$ cat config.mk
export PLATFORM = sky130hd
export DESIGN_NAME = rfc_ctrl
export DESIGN_NICKNAME = d
export VERILOG_FILES = /design/src/hdl/rfc_pkg.sv /design/src/hdl/rfc_ctrl.sv
export SDC_FILE = /design/constraint.sdc
export NUM_CORES = 1
export LEC_CHECK = 0
export ABC_CLOCK_PERIOD_IN_PS = 1500
export BUFFER_PORTS_ARGS = -buffer_cell sky130_fd_sc_hd__buf_2
export CORE_AREA = 2 2 39 41
export CTS_CLUSTER_SIZE = 40
export DETAILED_ROUTE_END_ITERATION = 6
export DIE_AREA = 0 0 41 43
export SETUP_SLACK_MARGIN = 0.15
export SLEW_MARGIN = 20
export SYNTH_ARGS = -nofsm -noshare
export SYNTH_HDL_FRONTEND = slang
export SYNTH_SLANG_ARGS = --single-unit
$ cat constraint.sdc
create_clock -name clk -period 1.5 [get_ports clk]
set_input_delay 0.15 -clock clk [delete_from_list [all_inputs] [get_ports clk]]
set_output_delay 0.15 -clock clk [all_outputs]
set_load 0.02 [all_outputs]
$ cat src/hdl/rfc_pkg.sv
// Shared constants, types and control structs of the rectangle fill canvas.
`default_nettype none
package rfc_pkg;

  localparam int CANVAS_SIDE   = 128;
  localparam int COORD_W       = $clog2(CANVAS_SIDE);
  localparam int EDGE_W        = COORD_W + 1;
  localparam int ADDR_W        = 2 * COORD_W;
  localparam int CANVAS_PIXELS = CANVAS_SIDE * CANVAS_SIDE;
  localparam int CH_W          = 8;
  localparam int PIX_W         = 3 * CH_W;
  localparam int SIZE_W        = 8;
  localparam int MODE_W        = 2;

  localparam logic [EDGE_W-1:0] SIDE_EDGE   = EDGE_W'(CANVAS_SIDE);
  localparam logic [CH_W-1:0]   CH_FULL     = {CH_W{1'b1}};
  localparam logic [PIX_W-1:0]  WHITE_PIXEL = {PIX_W{1'b1}};

  typedef enum logic [MODE_W-1:0] {
    MODE_FILL  = 2'd0,
    MODE_READ  = 2'd1,
    MODE_CLEAR = 2'd2,
    MODE_NONE  = 2'd3
  } mode_t;

  typedef struct packed {
    logic [MODE_W-1:0]  mode;
    logic [COORD_W-1:0] rect_x;
    logic [COORD_W-1:0] rect_y;
    logic [SIZE_W-1:0]  rect_width;
    logic [SIZE_W-1:0]  rect_height;
    logic [CH_W-1:0]    red;
    logic [CH_W-1:0]    green;
    logic [CH_W-1:0]    blue;
  } item_t;

  typedef struct packed {
    logic [CH_W-1:0]   pixel_red;
    logic [CH_W-1:0]   pixel_green;
    logic [CH_W-1:0]   pixel_blue;
    logic [EDGE_W-1:0] extent_x;
    logic [EDGE_W-1:0] extent_y;
  } result_t;

  // Controller to datapath.
  typedef struct packed {
    logic load;
    logic fill_step;
    logic clr_step;
    logic rd_en;
    logic out_load;
  } cmd_t;

  // Datapath to controller.
  typedef struct packed {
    logic fill_empty;
    logic fill_last;
    logic clr_last;
    logic out_free;
  } status_t;

endpackage
`default_nettype wire

$ cat src/hdl/rfc_ctrl.sv
// Controller state machine: sequences init sweep, fill, clear, read and result.
`default_nettype none
module rfc_ctrl
  import rfc_pkg::*;
(
  input  wire logic              clk,
  input  wire logic              rst_n,
  input  wire logic              in_valid,
  input  wire logic [MODE_W-1:0] in_mode,
  output logic                   in_ready,
  input  wire status_t           sts,
  output cmd_t                   cmd
);

  typedef enum logic [2:0] {
    S_INIT,
    S_IDLE,
    S_FILL,
    S_CLEAR,
    S_READ,
    S_DONE
  } state_t;

  state_t state_r, state_nxt;

  always_comb begin
    state_nxt = state_r;
    cmd       = '0;
    in_ready  = 1'b0;
    unique case (state_r)
      S_INIT: begin
        cmd.clr_step = 1'b1;
        if (sts.clr_last) state_nxt = S_IDLE;
      end
      S_IDLE: begin
        in_ready = 1'b1;
        if (in_valid) begin
          cmd.load = 1'b1;
          unique case (in_mode)
            MODE_FILL:  state_nxt = S_FILL;
            MODE_READ:  state_nxt = S_READ;
            MODE_CLEAR: state_nxt = S_CLEAR;
            default:    state_nxt = S_DONE;
          endcase
        end
      end
      S_FILL: begin
        if (sts.fill_empty) begin
          state_nxt = S_DONE;
        end else begin
          cmd.fill_step = 1'b1;
          if (sts.fill_last) state_nxt = S_DONE;
        end
      end
      S_CLEAR: begin
        cmd.clr_step = 1'b1;
        if (sts.clr_last) state_nxt = S_DONE;
      end
      S_READ: begin
        cmd.rd_en = 1'b1;
        state_nxt = S_DONE;
      end
      S_DONE: begin
        // hold the result until the output register frees up
        if (sts.out_free) begin
          cmd.out_load = 1'b1;
          state_nxt    = S_IDLE;
        end
      end
      default: state_nxt = S_INIT;
    endcase
  end

  always_ff @(posedge clk) begin
    if (!rst_n) begin
      state_r <= S_INIT;
    end else begin
      state_r <= state_nxt;
    end
  end

endmodule
`default_nettype wire

* After elaboration in Yosys (flattened, before gate mapping)
Cells that the tools add are included.
Widths: inputs -> output; s select.
** Storage, ports and cells
- Bits in registers :: 3
- Bits of input ports :: 9
- Output and inout port bits :: 6
** Operators by class
- Equal/unequal tests :: 12
- Muxes and demuxes :: 17
- Reductions and logical operators :: 4
** Operators by type and width (number)
- $mux 3 :: 6
- $pmux 3 s6 :: 1
- $mux 1 :: 9
- $pmux 3 s3 :: 1
- $ne 2x2->1 const B :: 4
- $eq 3x2->1 const B :: 2
- $eq 3x3->1 const B :: 2
- $reduce_and 5->1 :: 1
- $eq 3x1->1 const B :: 1
- $logic_not 3->1 :: 1
- $ne 3x3->1 const B :: 1
- $eq 2x1->1 const B :: 1
- $eq 2x2->1 const B :: 1
- $logic_not 2->1 :: 1
- $reduce_or 2->1 :: 1

* Depth between registers and ports, before layout
- Depth after elaboration :: 4
- Depth in mapped cells :: 5

* Worst setup path before layout
No wires, ideal clock.
- Kind :: reg2out
- From :: register state_r[1]
- To :: output cmd[4] (netlist bit)
- Arrival :: 1233 ps
- Path slack :: 117 ps
- Cell stages (with the launch flop) :: 4
- Cell sequence :: dfxtp_1 -> nand2b_2 -> nor2_1 -> and2_1
** RTL lines
- from (decl) :: RTL line rfc_ctrl.sv:24 : state_t state_r, state_nxt;
- from (signal assigned) :: RTL line rfc_ctrl.sv:78 : state_r <= state_nxt;
- to (decl) :: RTL line rfc_ctrl.sv:12 : output cmd_t cmd

==> flow_summary.toml <==
[pwr]
power_per_cell_area_nw_per_um2 = 1690
vdd_drop_max_v = 0.000456
power.static_leakage_nw = 0.200
power_mw = 0.700

[critical_path]
r2r_slack_ns = 0.21
critPathKind = "register to output pin"
path_cells = "or2b_1 > nor3_1 > buf_2"
cp_num_cells = 3
worstPathRequired_ns = 1.35
timing.rr.end = "state_r[1]$_SDFFE_PN0P_"
crit_path_max_incr_delay_ns = 0.39
timing.rr.start = "state_r[0]$_SDFFE_PN0P_"
setup.worst_path.start_class = "register"
critical_path_buf_inv_count = 1
worstRegToRegCells = 4
crit_fanout = 8
critical_path.slowest_cell = "sky130_fd_sc_hd__dfxtp_4"
critical-path-top-delay-family = "flip-flops"
destination_of_the_critical_timing_path = "cmd[3]"
worstSetupEndpointType = "output pin"
worstPathArrival_ns = 1.18
setup.worst_path.start = "state_r[1]$_SDFFE_PN0P_"

[sta]
worst_pin_slew_ns = 0.286
total_count_of_hold_check_failures_in_the_final_report = 0
setup_viol = 0
setup_tns_ns = 0
period_needed_ns = 1.33
maxSlewHeadroom_pct = 80.7
post_route_worst_setup_slack_ns = 0.173
unrepaired_setup_endpoints_after_global_routing = "yes"
final_min_period_over_clock_period_pct = 88.5
maxClockFrequency_ghz = 0.753
setup_skew_after_layout_ns = 0.000360
slew_violations = 0

[cts]
clock_sinks = 3
cts-htree-levels = 1
clkTransAtPathRegs_ns = 0.04
worstSkewPairLatency_ns = 0.23
cts_tree = "done"
cts-root-buf = "sky130_fd_sc_hd__clkbuf_4"
number_of_buffers_created_by_cts = 3
cts-root-to-sink-buffers = 2

[yosys]
synthFlopType = "sky130_fd_sc_hd__dfxtp_1"
synth_area_per_cell_sq_um = 7.85
synth_seq_area_share_pct = 21.2
netlist_instances = 36
share_of_async_settable_or_async_resettable_flops_after_synthesis_pct = 0
syn_nets = 45
synth_cell_type_count = 22
ys_seq_elements = 3
synth_edf_count = 0
post_synth_instance_area_sq_um = 283
yosys_warnings = 0

[route]
detail_route.iter0.violations = 7
average_wire_length_per_cell_after_detail_routing_um = 10.4
via_per_inst = 4.61
detail_route.first_pass.iterations = 3
dr_total_vias = 323
drc = 0
routed_antenna_nets = 0
total_wire_length_after_detailed_routing_um = 728

[placement]
place.detailed.hpwl_um = 551
number_of_buffers_inserted_by_port_buffering = 14
gp_congestion = 0.740
place_ws_ns = 0.144

[final_layout]
largest_register_ff_count = 3
finalNetCount = 64
mostFrequentLayoutCells = "sky130_fd_sc_hd__buf_2, sky130_fd_sc_hd__nor2_1, sky130_fd_sc_hd__nand2_1"
final_common_cell = "sky130_fd_sc_hd__buf_2"
share_of_layout_cells_above_drive_strength_1_pct = 51.9
area_growth_syn_to_layout_pct = 46.9
nFillCells = 161
register_containing_the_most_flip_flops_in_the_final_layout = "state_r"
biggestRegsByFlops = "state_r: 3 flops"
antenna_cells = 0

[grt]
maximum_number_of_pins_on_one_net_before_global_route_repair = 14
number_of_global_route_vias_before_repair = 280
grt_first_pass_wirelength_mm = 1.16
grt_antenna_before_repair = 0
globalRouteOverflowTotal = 0
groute.usage.overall_pct = 10.4

[floorplan]
core_region_area_sq_um = 1380
initial_utilization_pct = 20.4
design.die.area_sq_um = 1760
die_width_um = 41
num_rows = 14
boundaryPins = 15
die-height_um = 43

[run_status]
run_status = "completed"

[min_path]
hp-class = "input port to register"

[flow_run]
max-cap-violations = 0
==> synth_stat cells, types with 2 or more instances <==
master	count	share of area, %
sky130_fd_sc_hd__nand2_1	4	5.3
sky130_fd_sc_hd__nor2_1	7	9.3
sky130_fd_sc_hd__nand3_1	3	5.3
sky130_fd_sc_hd__dfxtp_1	3	21
sky130_fd_sc_hd__a21oi_1	2	3.5
==> layout make-up <==
class / instances / area, sq um / area share [%]
sequential: 3 / 66.3 / 16.0
clock buffer: 4 / 26.3 / 6.33
timing repair buffer: 16 / 87.6 / 21.1
tap: 16 / 20.0 / 4.82
multi-input combinational: 31 / 215 / 51.8
==> per-layer routing <==
layer / routed length [um] / share of wire (%) / vias up / GRT usage [%]
met2: 362 / 50 / 9 / 14.1
met3: 46 / 6.3 / 0 / 4.71
met4: 0 / 0 / 0 / 10.0
li1: - / - / 167 / -
met1: 319 / 44 / 147 / 11.2
met5: 0 / 0 / - / 0
==> where the power goes <==
group          switching [mW]  leakage (nW)  internal (mW)  total (mW)
registers              0.0606        0.0261          0.112       0.172
logic                   0.202         0.159          0.188       0.390
clock network          0.0391        0.0150         0.0995       0.139
total                   0.301         0.200          0.399       0.700
==> worst reg2reg max path, cell delays in order, from the launching register on <==
cell                       delay (ns)
sky130_fd_sc_hd__dfxtp_2         0.35
sky130_fd_sc_hd__nand2b_4        0.16
sky130_fd_sc_hd__o32a_4          0.33
sky130_fd_sc_hd__and3b_1         0.18
sky130_fd_sc_hd__o21a_1          0.16
==> cells by family (layout without fill, tap and decap cells) <==
group | Yosys count | in the layout | synth area share, %
AND/OR/NAND/NOR | 22 | 22 | 42.5
AO/OA/AOI/OAI | 8 | 8 | 27.4
multiplexers | 1 | 1 | 3.54
buffers and inverters | 2 | 20 | 5.31
flip-flops | 3 | 3 | 21.2
==> repair_timing <==
item                       CTS  global route
pin swaps                    0             0
hold buffers                 0             0
setup endpoints to repair    5             3
resized for setup            5             1
setup buffers                0             1
==> stage by stage <==
step / std cells / hold WS [ns] / cell area, sq um / utilization (%)
3_3_place_gp: 65 / 0.413 / 368 / 26.6
3_5_place_dp: 65 / 0.428 / 368 / 26.6
4_1_cts: 69 / 0.180 / 405 / 29.3
6_report: 70 / 0.185 / 415 / 30.0
2_1_floorplan: 36 / 0.267 / 285 / -
5_1_grt: 70 / 0.180 / 415 / 30.0
==> worst min-delay path by stage <==
stage / slack (ns) / cells past startpoint / from / endpoint
6_report: 0.19 / 3 / rst_n / state_r[2]$_SDFFE_PN0P_
5_1_grt: 0.18 / 2 / rst_n / state_r[1]$_SDFFE_PN0P_
4_1_cts: 0.18 / 2 / rst_n / state_r[1]$_SDFFE_PN0P_
3_5_place_dp: 0.43 / 2 / rst_n / state_r[1]$_SDFFE_PN0P_
3_3_place_gp: 0.41 / 2 / rst_n / state_r[1]$_SDFFE_PN0P_
2_1_floorplan: 0.27 / 1 / rst_n / state_r[1]$_SDFFE_PN0P_
Power figures use the tool's default switching activity.
